### src/dtgn_pkg.sv
`timescale 1ns / 1ps
// ----------------------------------------------------------------------------
// dtgn_pkg
// Shared constants and types for the depth to grey normalizer.
// ----------------------------------------------------------------------------
package dtgn_pkg;

    // Width of one depth sample.
    localparam int DEPTH_BITS = 24;

    // Width of the grey result and the number of divider steps.
    localparam int GREY_BITS = 8;

    // Step counter width for the divider.
    localparam int STEP_BITS = $clog2(GREY_BITS);

    // Reset values of the range trackers.
    localparam logic signed [DEPTH_BITS-1:0] DEPTH_MAXV = {1'b0, {(DEPTH_BITS-1){1'b1}}};
    localparam logic signed [DEPTH_BITS-1:0] DEPTH_MINV = {1'b1, {(DEPTH_BITS-1){1'b0}}};

    // Grey limits.
    localparam logic [GREY_BITS-1:0] GREY_ZERO = '0;
    localparam logic [GREY_BITS-1:0] GREY_FULL = '1;

    // Sequencer states.
    typedef enum logic [2:0] {
        ST_IDLE,
        ST_PREP,
        ST_CALC,
        ST_DIV,
        ST_FINISH
    } t_state;

    // Divider status seen by the sequencer.
    typedef struct packed {
        logic busy;
        logic last;
    } t_div_stat;

endpackage

### src/dtgn_range_tracker.sv
`timescale 1ns / 1ps
// ----------------------------------------------------------------------------
// dtgn_range_tracker
// Running minimum and maximum of the measure-pass depth samples.
// ----------------------------------------------------------------------------
module dtgn_range_tracker (
    input  logic                                   i_clk,
    input  logic                                   i_rst_n,
    input  logic                                   i_update,
    input  logic                                   i_frame_start,
    input  logic signed [dtgn_pkg::DEPTH_BITS-1:0] i_sample,
    output logic signed [dtgn_pkg::DEPTH_BITS-1:0] o_min,
    output logic signed [dtgn_pkg::DEPTH_BITS-1:0] o_max
);

    logic signed [dtgn_pkg::DEPTH_BITS-1:0] r_min;
    logic signed [dtgn_pkg::DEPTH_BITS-1:0] r_max;
    logic signed [dtgn_pkg::DEPTH_BITS-1:0] n_min;
    logic signed [dtgn_pkg::DEPTH_BITS-1:0] n_max;
    logic signed [dtgn_pkg::DEPTH_BITS-1:0] w_base_min;
    logic signed [dtgn_pkg::DEPTH_BITS-1:0] w_base_max;

    // A frame start reloads the trackers before the sample is folded in.
    always_comb begin
        w_base_min = i_frame_start ? dtgn_pkg::DEPTH_MAXV : r_min;
        w_base_max = i_frame_start ? dtgn_pkg::DEPTH_MINV : r_max;
        n_min      = (i_sample < w_base_min) ? i_sample : w_base_min;
        n_max      = (i_sample > w_base_max) ? i_sample : w_base_max;
    end

    // Tracker registers.
    always_ff @(posedge i_clk) begin
        if (!i_rst_n) begin
            r_min <= dtgn_pkg::DEPTH_MAXV;
            r_max <= dtgn_pkg::DEPTH_MINV;
        end else if (i_update) begin
            r_min <= n_min;
            r_max <= n_max;
        end
    end

    assign o_min = r_min;
    assign o_max = r_max;

endmodule

### src/dtgn_divider.sv
`timescale 1ns / 1ps
// ----------------------------------------------------------------------------
// dtgn_divider
// Restoring divider that produces one quotient bit per cycle.
// The quotient must fit in GREY_BITS: the top of the dividend is below the
// divisor when a division is started.
// ----------------------------------------------------------------------------
module dtgn_divider (
    input  logic                                                  i_clk,
    input  logic                                                  i_rst_n,
    input  logic                                                  i_start,
    input  logic [dtgn_pkg::DEPTH_BITS+dtgn_pkg::GREY_BITS-1:0]   i_dividend,
    input  logic [dtgn_pkg::DEPTH_BITS-1:0]                       i_divisor,
    output logic [dtgn_pkg::GREY_BITS-1:0]                        o_quotient,
    output dtgn_pkg::t_div_stat                                   o_stat
);

    localparam int DW = dtgn_pkg::DEPTH_BITS;
    localparam int GW = dtgn_pkg::GREY_BITS;

    logic                                 r_busy;
    logic [dtgn_pkg::STEP_BITS-1:0]       r_cnt;
    logic [DW-1:0]                        r_rem;
    logic [GW-1:0]                        r_low;
    logic [GW-1:0]                        r_quo;
    logic [DW-1:0]                        r_div;
    logic [DW:0]                          w_trial;
    logic [DW+1:0]                        w_diff;
    logic                                 w_fits;

    // Shared subtract and compare: one quotient bit per step.
    always_comb begin
        w_trial = {r_rem, r_low[GW-1]};
        w_diff  = {1'b0, w_trial} - {2'b00, r_div};
        w_fits  = !w_diff[DW+1];
    end

    // Control registers.
    always_ff @(posedge i_clk) begin
        if (!i_rst_n) begin
            r_busy <= 1'b0;
            r_cnt  <= '0;
        end else if (i_start) begin
            r_busy <= 1'b1;
            r_cnt  <= dtgn_pkg::STEP_BITS'(GW - 1);
        end else if (r_busy) begin
            r_cnt <= r_cnt - 1'b1;
            if (r_cnt == '0) begin
                r_busy <= 1'b0;
            end
        end
    end

    // Datapath registers.
    always_ff @(posedge i_clk) begin
        if (i_start) begin
            r_rem <= i_dividend[DW+GW-1:GW];
            r_low <= i_dividend[GW-1:0];
            r_div <= i_divisor;
            r_quo <= '0;
        end else if (r_busy) begin
            r_rem <= w_fits ? w_diff[DW-1:0] : w_trial[DW-1:0];
            r_low <= {r_low[GW-2:0], 1'b0};
            r_quo <= {r_quo[GW-2:0], w_fits};
        end
    end

    assign o_quotient  = r_quo;
    assign o_stat.busy = r_busy;
    assign o_stat.last = r_busy && (r_cnt == '0);

endmodule

### src/depth_to_grey_normalizer_core.sv
`timescale 1ns / 1ps
// ----------------------------------------------------------------------------
// depth_to_grey_normalizer_core
// Two-pass min/max normalization of signed depth samples to 8-bit grey.
// ----------------------------------------------------------------------------
// A measure-pass transaction only updates the running minimum and maximum.
// A convert-pass transaction occupies the block from acceptance through
// PREP and CALC (setup), DIV (the shared restoring divider) and FINISH
// (hand-over of the result); FINISH waits while the output register is full
// and stalled. When the result is known without dividing (flat or empty
// range, sample at or beyond either end of the range) DIV is skipped. The
// output register lets the next transaction be accepted while a result is
// still waiting to be taken.
// ----------------------------------------------------------------------------
module depth_to_grey_normalizer_core (
    input  logic                                   i_clk,
    input  logic                                   i_rst_n,
    input  logic                                   i_valid,
    output logic                                   o_stall,
    input  logic signed [dtgn_pkg::DEPTH_BITS-1:0] i_depth_sample,
    input  logic                                   i_convert_pass,
    input  logic                                   i_frame_start,
    input  logic                                   i_frame_end,
    output logic                                   o_valid,
    input  logic                                   i_stall,
    output logic [dtgn_pkg::GREY_BITS-1:0]         o_grey_level,
    output logic                                   o_last_pixel
);

    localparam int DW = dtgn_pkg::DEPTH_BITS;
    localparam int GW = dtgn_pkg::GREY_BITS;

    dtgn_pkg::t_state                 r_state;
    dtgn_pkg::t_state                 n_state;
    dtgn_pkg::t_div_stat              w_div_stat;

    logic                             w_accept;
    logic                             w_track;
    logic                             w_div_start;
    logic                             w_out_free;
    logic                             w_load_out;
    logic signed [DW-1:0]             w_min;
    logic signed [DW-1:0]             w_max;
    logic [GW-1:0]                    w_div_quo;

    logic signed [DW-1:0]             r_sample;
    logic                             r_last;
    logic signed [DW:0]               r_span;
    logic signed [DW:0]               r_num;
    logic                             r_use_fast;
    logic [GW-1:0]                    r_fast_val;

    logic                             w_span_pos;
    logic                             w_num_pos;
    logic                             w_num_ge;
    logic [DW+GW-1:0]                 w_dividend;

    logic                             r_out_valid;
    logic [GW-1:0]                    r_grey;
    logic                             r_out_last;

    // Handshake on the input side.
    assign o_stall  = (r_state != dtgn_pkg::ST_IDLE);
    assign w_accept = i_valid && !o_stall;
    assign w_track  = w_accept && !i_convert_pass;

    // Range trackers.
    dtgn_range_tracker u_tracker (
        .i_clk         (i_clk),
        .i_rst_n       (i_rst_n),
        .i_update      (w_track),
        .i_frame_start (i_frame_start),
        .i_sample      (i_depth_sample),
        .o_min         (w_min),
        .o_max         (w_max)
    );

    // Classification of a convert sample against the measured range.
    always_comb begin
        w_span_pos = !r_span[DW] && (r_span != '0);
        w_num_pos  = !r_num[DW] && (r_num != '0);
        w_num_ge   = (r_num >= r_span);
        w_dividend = {r_num[DW-1:0], {GW{1'b0}}} - {{GW{1'b0}}, r_num[DW-1:0]};
    end

    // Shared divider.
    dtgn_divider u_divider (
        .i_clk      (i_clk),
        .i_rst_n    (i_rst_n),
        .i_start    (w_div_start),
        .i_dividend (w_dividend),
        .i_divisor  (r_span[DW-1:0]),
        .o_quotient (w_div_quo),
        .o_stat     (w_div_stat)
    );

    // Output register is free when empty or being emptied.
    assign w_out_free = !r_out_valid || !i_stall;

    // Next state.
    always_comb begin
        n_state = r_state;
        case (r_state)
            dtgn_pkg::ST_IDLE: begin
                if (w_accept && i_convert_pass) begin
                    n_state = dtgn_pkg::ST_PREP;
                end
            end
            dtgn_pkg::ST_PREP: begin
                n_state = dtgn_pkg::ST_CALC;
            end
            dtgn_pkg::ST_CALC: begin
                if (!w_span_pos || !w_num_pos || w_num_ge) begin
                    n_state = dtgn_pkg::ST_FINISH;
                end else begin
                    n_state = dtgn_pkg::ST_DIV;
                end
            end
            dtgn_pkg::ST_DIV: begin
                if (w_div_stat.last) begin
                    n_state = dtgn_pkg::ST_FINISH;
                end
            end
            dtgn_pkg::ST_FINISH: begin
                if (w_out_free) begin
                    n_state = dtgn_pkg::ST_IDLE;
                end
            end
            default: begin
                n_state = dtgn_pkg::ST_IDLE;
            end
        endcase
    end

    // Sequencer outputs.
    always_comb begin
        w_div_start = 1'b0;
        w_load_out  = 1'b0;
        case (r_state)
            dtgn_pkg::ST_CALC: begin
                w_div_start = w_span_pos && w_num_pos && !w_num_ge;
            end
            dtgn_pkg::ST_FINISH: begin
                w_load_out = w_out_free;
            end
            default: begin
                w_div_start = 1'b0;
                w_load_out  = 1'b0;
            end
        endcase
    end

    // State register.
    always_ff @(posedge i_clk) begin
        if (!i_rst_n) begin
            r_state <= dtgn_pkg::ST_IDLE;
        end else begin
            r_state <= n_state;
        end
    end

    // Convert sample capture and setup registers.
    always_ff @(posedge i_clk) begin
        if (w_accept) begin
            r_sample <= i_depth_sample;
            r_last   <= i_frame_end;
        end
        if (r_state == dtgn_pkg::ST_PREP) begin
            r_span <= {w_max[DW-1], w_max} - {w_min[DW-1], w_min};
            r_num  <= {r_sample[DW-1], r_sample} - {w_min[DW-1], w_min};
        end
        if (r_state == dtgn_pkg::ST_CALC) begin
            r_use_fast <= !w_span_pos || !w_num_pos || w_num_ge;
            r_fast_val <= (w_span_pos && w_num_pos) ? dtgn_pkg::GREY_FULL
                                                    : dtgn_pkg::GREY_ZERO;
        end
    end

    // Output register control.
    always_ff @(posedge i_clk) begin
        if (!i_rst_n) begin
            r_out_valid <= 1'b0;
        end else if (w_load_out) begin
            r_out_valid <= 1'b1;
        end else if (!i_stall) begin
            r_out_valid <= 1'b0;
        end
    end

    // Output register payload.
    always_ff @(posedge i_clk) begin
        if (w_load_out) begin
            r_grey     <= r_use_fast ? r_fast_val : w_div_quo;
            r_out_last <= r_last;
        end
    end

    assign o_valid      = r_out_valid;
    assign o_grey_level = r_grey;
    assign o_last_pixel = r_out_last;

endmodule

### config.mk
export PLATFORM = sky130hd
export DESIGN_NAME = depth_to_grey_normalizer_core
export DESIGN_NICKNAME = d
export VERILOG_FILES = /design/src/dtgn_pkg.sv /design/src/dtgn_range_tracker.sv /design/src/dtgn_divider.sv /design/src/depth_to_grey_normalizer_core.sv
export SDC_FILE = /design/constraint.sdc
export NUM_CORES = 1
export LEC_CHECK = 0
export BUFFER_PORTS_ARGS = -buffer_cell sky130_fd_sc_hd__buf_2
export CAP_MARGIN = 20
export CORE_MARGIN = 2
export CORE_UTILIZATION = 47
export CTS_CLUSTER_SIZE = 30
export DETAILED_ROUTE_END_ITERATION = 8
export GPL_TIMING_DRIVEN = 0
export PLACE_DENSITY = 0.65
export SYNTH_ARGS = -nofsm -noshare
export SYNTH_HDL_FRONTEND = slang
export SYNTH_SLANG_ARGS = --single-unit
### constraint.sdc
create_clock -name i_clk -period 4.9 [get_ports i_clk]
set_clock_uncertainty 0.1 [all_clocks]
set_input_delay 1.225 -clock i_clk [delete_from_list [all_inputs] [get_ports i_clk]]
set_output_delay 1.225 -clock i_clk [all_outputs]
set_load 0.005 [all_outputs]
# Word level (Yosys, flattened, before mapping)

Index checks and enable logic that the tools add are counted.

Output and inout port bits: 11
Logic and storage cells: 87
Flip-flop bits (word level): 213
Input bits: 31

Equal/unequal tests: 8
$add $sub $neg: 5
Muxes and demuxes: 25
Magnitude comparators: 3
Reduce and logical (&&, ||, !) cells: 28

Operators by type and width:

| cell                                                                    | number |
|---|---|
| 24-bit 2-to-1 mux                                                       | 7 |
| 25-bit nonzero test                                                     | 2 |
| 24-bit by 24-bit subtractor with 25-bit output                          | 2 |
| 8-bit 2-to-1 mux                                                        | 4 |
| 32-bit by 24-bit subtractor with 32-bit output                          | 1 |
| 25-bit by 24-bit subtractor with 26-bit output                          | 1 |
| 25-bit >= comparator                                                    | 1 |
| 24-bit > comparator                                                     | 1 |
| 24-bit less-than comparator                                             | 1 |
| 3-bit 2-to-1 mux                                                        | 6 |
| 3-bit case mux with 5 select lines                                      | 1 |
| 1-bit logical NOT                                                       | 10 |
| 1-bit logical AND                                                       | 8 |
| 1-bit 2-to-1 mux                                                        | 7 |
| 3-bit by 2-bit == test with 1-bit output, second input constant         | 2 |
| 3-bit logical NOT                                                       | 2 |
| 2-bit by 1-bit inequality test with 1-bit output, second input constant | 2 |
| 2-bit inequality test, second input constant                            | 2 |
| 3-bit by 1-bit == test with 1-bit output, second input constant         | 1 |
| 3-bit == test, second input constant                                    | 1 |
| 1-bit logical OR                                                        | 3 |
| 3-bit AND reduction                                                     | 1 |
| 3-bit nonzero test                                                      | 1 |
| 3-bit by 1-bit subtractor with 3-bit output, second input constant      | 1 |
| 2-bit nonzero test                                                      | 1 |

# Depth between registers and ports, before layout

Gate-level depths: netlist of the first run.

Depth after elaboration: 7
Depth in mapped cells: 13

# By module

A second synthesis of the first run with hierarchy kept.

Cell total of the unflattened synthesis: 1550
Area total of the unflattened synthesis: 14716.6 um^2

By module, submodules not included:

| module                        | cells an instance | times used | area each (um^2) |
|---|---|---|---|
| depth_to_grey_normalizer_core | 753               | 1          | 7188.1 |
| dtgn_divider                  | 403               | 1          | 4149.0 |
| dtgn_range_tracker            | 394               | 1          | 3379.5 |

# Least setup slack after synthesis of the first run

Ideal clock, no wire load.

Path type: register to register
From: reg r_state[0]
To: reg r_num[0] (enable)
Cell stages (with the launch flop): 2
Period minus slack after synthesis: 4.748 ns
Arrival: 4.117 ns
Setup slack: 0.152 ns
Buffers on the path: 0
Cells stage by stage: dfxtp_1 > nor3b_1

Cells in the longest elaborated chain, start to end: 1

RTL lines:

| what                                     | line                                 | text |
|---|---|---|
| start, declared                          | depth_to_grey_normalizer_core.sv:33  | `dtgn_pkg::t_state r_state;` |
| start signal, assigned                   | depth_to_grey_normalizer_core.sv:156 | `r_state <= dtgn_pkg::ST_IDLE;` |
| start signal, assigned                   | depth_to_grey_normalizer_core.sv:158 | `r_state <= n_state;` |
| 3-bit by 1-bit == test with 1-bit output | depth_to_grey_normalizer_core.sv:168 | `if (r_state == dtgn_pkg::ST_PREP) begin` |
| end signal, assigned                     | depth_to_grey_normalizer_core.sv:170 | `r_num <= {r_sample[DW-1], r_sample} - {w_min[DW-1], w_min};` |
| end, declared                            | depth_to_grey_normalizer_core.sv:49  | `logic signed [DW:0] r_num;` |

Every way passes these cells.
A chain may end at the register's enable or synchronous reset.

# Worst setup path in the final report of the first run

From: in i_frame_start
To: reg u_tracker.r_max (netlist bit u_tracker.o_max[23])

Cells in the longest elaborated chain, start to end: 3

RTL lines:

| what                  | line                                | text |
|---|---|---|
| start, declared       | depth_to_grey_normalizer_core.sv:22 | `input logic i_frame_start,` |
| 24-bit 2-to-1 mux (*) | dtgn_range_tracker.sv:26            | `w_base_max = i_frame_start ? dtgn_pkg::DEPTH_MINV : r_max;` |
| 24-bit > comparator   | dtgn_range_tracker.sv:28            | `n_max = (i_sample > w_base_max) ? i_sample : w_base_max;` |
| 24-bit 2-to-1 mux (*) | dtgn_range_tracker.sv:28            |  |
| end signal, assigned  | dtgn_range_tracker.sv:35            | `r_max <= dtgn_pkg::DEPTH_MINV;` |
| end signal, assigned  | dtgn_range_tracker.sv:38            | `r_max <= n_max;` |
| end, declared         | dtgn_range_tracker.sv:17            | `logic signed [dtgn_pkg::DEPTH_BITS-1:0] r_max;` |

Mark *: on every way between the ends. The rest lies on a longest branch, timed or not.

==> results of run 1 <==
[cells in the mapped netlist (all sizes together) (23+ instances only)]
library cell / count / area share, %
nor2: 118 / 3.1
a21o: 51 / 2.7
dfxtp: 64 / 9.0
ha: 163 / 14
nand3: 33 / 1.2
clkbuf: 24 / 0.63
o21ai: 73 / 2.6
nor3: 25 / 0.88
o22a: 24 / 1.5
nand2: 82 / 2.2
edfxtp: 142 / 30
a21oi: 98 / 3.4
o21a: 25 / 1.3
nand2b: 42 / 1.8
a22o: 23 / 1.4
inv: 132 / 3.5
nor2b: 25 / 1.1
xnor2: 51 / 3.1
mux2i: 32 / 2.3
[kinds of logic after synthesis]
logic type      count (synthesis)  synth area share (%)
buf+inv                       167                  4.68
mux                            40                  2.89
flops                         206                  39.0
fa+ha+maj                     166                  14.8
simple gates                  422                  15.0
xor+xnor                       70                  4.31
compound gates                401                  19.4
[power breakdown]
part,internal [mW],total [mW],switching [mW]
combinational,0.260,0.620,0.360
sequential,1.94,1.99,0.0556
clock,0.965,1.64,0.677
[registers in the layout, summed over array words and instances (netlist names), 24 cells and up]
name             cells
r_num               25
u_divider.r_rem     24
r_span              25
r_sample            24
u_tracker.o_min     24
u_divider.r_div     24
u_tracker.o_max     24
[final cells by class]
cell class / count / share of cell area (%)
clock buffer: 31 / 4.05
clock inverter: 10 / 0.566
timing repair buffer: 45 / 1.70
tap: 390 / 3.11
sequential: 206 / 35.3
multi-input combinational: 1099 / 51.0
buffer: 35 / 1.08
inverter: 132 / 3.16
[worst max-delay path, cell delays in order]
cell,delay (ns)
buf_2,0.16
clkbuf_1,0.37
clkbuf_1,0.45
nand2b_1,0.18
ha_1,0.23
nor2b_1,0.13
o21a_1,0.16
o21ai_1,0.11
a21oi_1,0.10
o31a_1,0.33
or4_1,0.44
a21oi_1,0.56
buf_2,0.34
a22oi_1,0.11
[layer usage]
layer / up-vias / global-route usage [%] / routed length, um / share of wire (%)
li1: 5570 / - / - / -
met1: 5121 / 28.0 / 15200 / 46
met2: 208 / 37.3 / 15700 / 48
met3: 62 / 1.86 / 961 / 2.9
met4: 0 / 6.39 / 971 / 3.0
met5: - / 0 / 0 / 0
[how the worst max path moves through the flow]
stage	from	endpoint	slack [ns]	depth (start not counted)
after CTS	i_frame_start	u_tracker.o_max[23]	0.22	14
final	i_frame_start	u_tracker.o_max[23]	0.23	14
after detailed placement	i_frame_start	u_tracker.o_max[23]	-0.31	14
after global placement	r_state[0]	r_num[0]	-1.04	1
after floorplan	r_state[0]	r_num[0]	0.15	1
after global routing	i_frame_start	u_tracker.o_max[23]	0.008	14
[stage by stage]
step	power [mW]	setup slack, ns
global placement	2.63	-1.04
finish	4.26	0.232
global route	4.45	0.00805
CTS	4.29	0.223
detailed placement	2.65	-0.313
floorplan	2.47	0.152
==> results.toml, run 1 <==
[final_layout]
fin_util_pct = 52.8
final_net_count = 1739
area_growth_pct = 10.4
final_common_cell = "ha_1"
layout-drive-gt1-share_pct = 7.45
diodes = 0
nFillCells = 2722
final-seq-area_mm2 = 0.00555
stdcell_area_mm2 = 0.0157
multi_input_area_mm2 = 0.00801
final_cells = 1948
final_cell_mix = "ha_1 (163), edfxtp_1 (142), inv_1 (132)"

[global_routing]
grt-ovfl-total = 0
grt_usage_pct = 21.3
grt_pass1_wl_um = 54200
antenna_found_initial = 0
grt_max_degree = 34
first_global_vias = 10800

[setup_path]
crit_type = "in2reg"
r2r_slack_ns = 0.80
rr_worst_depth = 11
r2r-end = "u_divider.r_rem[17]"
worstPathMaxFanout = 10
worstSetupStartpointType = "input pin"
cp.required_ns = 5.16
worstReg2RegStart = "r_num[0]"
end_kind = "flip-flop"
cp.arrival_ns = 4.93

[pwr]
cellPowerDensity_mw_per_mm2 = 271
leakage_nw = 6.76
peakVddDrop_mv = 0.330

[timing]
hold_slack_ns = 0.317
slew_violations = 0
fin_crit_sh_pct = 95.3
worstMarginPinSlew_ns = 0.933
fmax_mhz = 214
finalHoldViolCount = 0
relSlewSlack_pct = 37.5
setup_tns_ns = 0
grt_setup_unrepaired = "false"
final.min_clock_period_ns = 4.67
setup_viol = 0

[route]
drtPass1Iterations = 5
dr_total_vias = 11000
wl_per_cell_um = 16.9
vias_per_cell = 5.63
routed_wl_um = 32800
drc = 0
drtAntennaViolNets = 0
drtIter0Drc = 646

[cts]
cts_buffers = 23
cts_max_level = 1
clk_path_buf_depth = 3
post-cts-setup-buffers = 0
clk_pin_slew_ns = 0.06
cts_resized = 0
cts_tree = "yes"
clk-insertion-delay-late_ns = 0.50
ctsHoldBuffers = 0
root_buffer = "clkbuf_16"
clock_sinks = 206

[placement]
placed_area_mm2 = 0.0150
dp_cells = 1907
io_buffers = 41
hpwl_um = 26300
gp_congestion = 0.884

[logic_synthesis]
ys_types = 67
ys_seq_area_share_pct = 39.0
ys_warn_count = 0
synthArstFlopShare_pct = 0
synth.cell_area_mm2 = 0.0142
synth_edf_count = 142
synth_fp_nets = 1669
synth_flop_cell = "edfxtp_1"
synth_seq_cells = 206
syn_inst = 1472
synth_area_per_cell_um2 = 9.66

[die]
io_pins = 42
start_util_pct = 47.9
die_h_um = 178
die_area_mm2 = 0.0317
rows = 63
coreArea_mm2 = 0.0297
dieWidth_um = 178

[min_path]
min_to = "o_last_pixel"
hold_depth = 0
worstHoldStart = "r_last"
worst_hold_path_type = "reg2reg"

[status]
status = "finished clean"

[run]
max_cap_violations = 0
(Power assumes the default switching activity.)
==> inputs of run 2 (changes only) <==
--- a/config.mk
+++ b/config.mk
@@ -5,14 +5,17 @@
 export SDC_FILE = /design/constraint.sdc
 export NUM_CORES = 1
 export LEC_CHECK = 0
+export ABC_AREA = 1
 export BUFFER_PORTS_ARGS = -buffer_cell sky130_fd_sc_hd__buf_2
 export CAP_MARGIN = 20
 export CORE_MARGIN = 2
 export CORE_UTILIZATION = 47
+export CTS_BUF_LIST = sky130_fd_sc_hd__clkbuf_4
 export CTS_CLUSTER_SIZE = 30
 export DETAILED_ROUTE_END_ITERATION = 8
 export GPL_TIMING_DRIVEN = 0
 export PLACE_DENSITY = 0.65
+export SETUP_SLACK_MARGIN = 0.15
 export SYNTH_ARGS = -nofsm -noshare
 export SYNTH_HDL_FRONTEND = slang
 export SYNTH_SLANG_ARGS = --single-unit
==> run 2 against run 1 <==
  * Cell count grew 34%
  * Die area grew 8.4%
  * Sequential share of layout area shrank 2.7 points
  * Largest cell class unchanged
==> results.toml, run 2 <==
[placement]
gp_congestion = 0.938
hpwl_um = 34300
io_buffers = 40

[status]
status = "finished clean"

[global_routing]
first_global_vias = 13700
grt_usage_pct = 25.2
grtUsageMet1_pct = 29.6
use_met2_pct = 45.5
grt-ovfl-total = 0
grt_pass1_wl_um = 67900
antenna_found_initial = 1
grt_max_degree = 38
grt_busiest_layer = "met2"
gr-usage-met3_pct = 3.13

[logic_synthesis]
synth_flop_cell = "edfxtp_1"
synth_most_common_cell = "nand2_1"
synth_top_area_cell = "edfxtp_1"
yosysTopAreaCellShare_pct = 27.6
synth_common_cells = "nand2_1 (513), inv_1 (262), nor2_1 (176), a21oi_1 (171), ha_1 (163)"
synthArstFlopShare_pct = 0
synth_fp_nets = 2217
ys_types = 49
yosys-top-cells-area = "edfxtp_1 (28%), ha_1 (13%), nand2_1 (12%)"
synth.cell_area_mm2 = 0.0154
ys_seq_area_share_pct = 35.9
synth_edf_count = 142
synth_area_per_cell_um2 = 7.64
synth_seq_cells = 206
ys_warn_count = 0
syn_inst = 2020

[route]
drtIter0Drc = 693
drtAntennaViolNets = 0
vias_per_cell = 5.20
drc = 0
wl_per_cell_um = 16.1
drtPass1Iterations = 5
dr_total_vias = 13600
routed_wl_um = 42200

[cts]
cts_buffers = 57
cts_max_level = 2
clk_pin_slew_ns = 0.07
clk_path_buf_depth = 3
post-cts-setup-buffers = 0
cts_resized = 0
root_buffer = "clkbuf_4"
cts_tree = "yes"
clock_sinks = 206
clk-insertion-delay-late_ns = 0.69
ctsHoldBuffers = 0

[pwr]
leakage_nw = 7.88
cellPowerDensity_mw_per_mm2 = 444
pwr-share-clk_pct = 20.6
combPwrFrac_pct = 44.0
swShare_pct = 41.8
peakVddDrop_mv = 0.253
pwr-share-seq_pct = 35.3
p_sw_mw = 3.16
intPower_mw = 4.40

[setup_path]
crit_path_max_incr_delay_ns = 0.42
path_cells = "buf_2, inv_1, clkbuf_1, nand2_1, ha_1, nand2_1, nor3_1, nand3b_1, clkbuf_1, nand3_1, nand3_1, a21oi_1"
worstReg2RegStart = "r_num[7]"
crit_type = "in2reg"
end_kind = "flip-flop"
worstSetupStartpointType = "input pin"
cp.required_ns = 5.40
cp.arrival_ns = 4.13
crit_family = "simple AND/OR/NAND/NOR gates"
worstPathMaxFanout = 10
crit_start = "i_frame_start"
critPathBufInv = 4
r2r-end = "u_divider.r_rem[11]"
crit_slowest_cell = "clkbuf_1"
r2r_slack_ns = 1.34
rr_worst_depth = 11

[timing]
fin_crit_sh_pct = 74.3
setup_viol = 0
slew_violations = 0
finalHoldViolCount = 0
grt_setup_unrepaired = "false"
setup_tns_ns = 0
relSlewSlack_pct = 35.5
final.min_clock_period_ns = 3.64
worstMarginPinSlew_ns = 0.968
fmax_mhz = 275

[final_layout]
nFillCells = 3175
final-seq-area_mm2 = 0.00555
fin_util_pct = 52.4
area_growth_pct = 10.1
layout-drive-gt1-share_pct = 9.17
final_common_cell = "nand2_1"
reg_top3 = "r_num: 25 flops, r_span: 25 flops"
final_cell_mix = "nand2_1 (513), inv_1 (262), nor2_1 (174)"
multi_input_area_mm2 = 0.00865
final_net_count = 2319

[die]
die_area_mm2 = 0.0343
die_h_um = 185
start_util_pct = 47.6
io_pins = 42
coreArea_mm2 = 0.0325
rows = 66
dieWidth_um = 185

[min_path]
worstHoldStart = "r_last"
min_to = "o_last_pixel"
hold_depth = 0
worst_hold_path_type = "reg2reg"

[run]
max_cap_violations = 0
## run 2: worst max-delay path by stage
stage	end	depth (start not counted)	slack [ns]
3_3_place_gp	u_tracker.o_min[15]	8	0.29
3_5_place_dp	u_tracker.o_max[15]	12	0.55
4_1_cts	u_tracker.o_max[15]	14	1.29
2_1_floorplan	u_tracker.o_min[10]	7	1.41
6_report	u_tracker.o_max[21]	12	1.26
5_1_grt	u_tracker.o_max[17]	14	1.05
## run 2: layout make-up
cell class,instances,share of cell area (%)
multi-input combinational,1505,50.9
sequential,206,32.6
inverter,265,5.85
clock buffer,89,3.93
tap,442,3.25
timing repair buffer,43,1.55
buffer,44,1.49
clock inverter,17,0.390
antenna,2,0.0294
## run 2: kinds of logic after synthesis
| group | after synthesis | synth area share (%) |
|---|---|---|
| and+or+nand+nor | 905 | 24.6 |
| AOI/OAI and AO/OA | 345 | 12.8 |
| buffers and inverters | 309 | 8.08 |
| DFF | 206 | 35.9 |
| adders and majority gates | 166 | 13.6 |
| xor gates and xnor gates | 89 | 5.05 |
## run 2: routing by layer
metal  part of all wire, %  routed length (um)
met5                     0                   0
met4                   4.4                1860
met3                   3.7                1550
met2                    49               20600
met1                    43               18100
## run 2: power by group through the flow
| stage | Sequential (mW) | Combinational [mW] | Clock [mW] |
|---|---|---|---|
| after floorplan | 2.60 | 2.45 | 0 |
| after global placement | 2.72 | 3.20 | 0 |
| after detailed placement | 2.70 | 3.29 | 0 |
| after CTS | 2.67 | 3.32 | 1.59 |
| after global routing | 2.72 | 3.77 | 1.68 |
| final | 2.67 | 3.33 | 1.56 |
## run 2: through the flow
step / hold WS, ns / power (mW) / setup slack, ns / std cells / instance area (um^2)
final: 0.311 / 7.55 / 1.26 / 2613 / 17000
after global routing: 0.333 / 8.17 / 1.05 / 2612 / 17000
after CTS: 0.314 / 7.57 / 1.29 / 2611 / 17000
after detailed placement: 0.308 / 5.99 / 0.552 / 2505 / 16300
after global placement: 0.306 / 5.92 / 0.290 / 2502 / 16200
after floorplan: 0.300 / 5.05 / 1.41 / 2020 / 15400
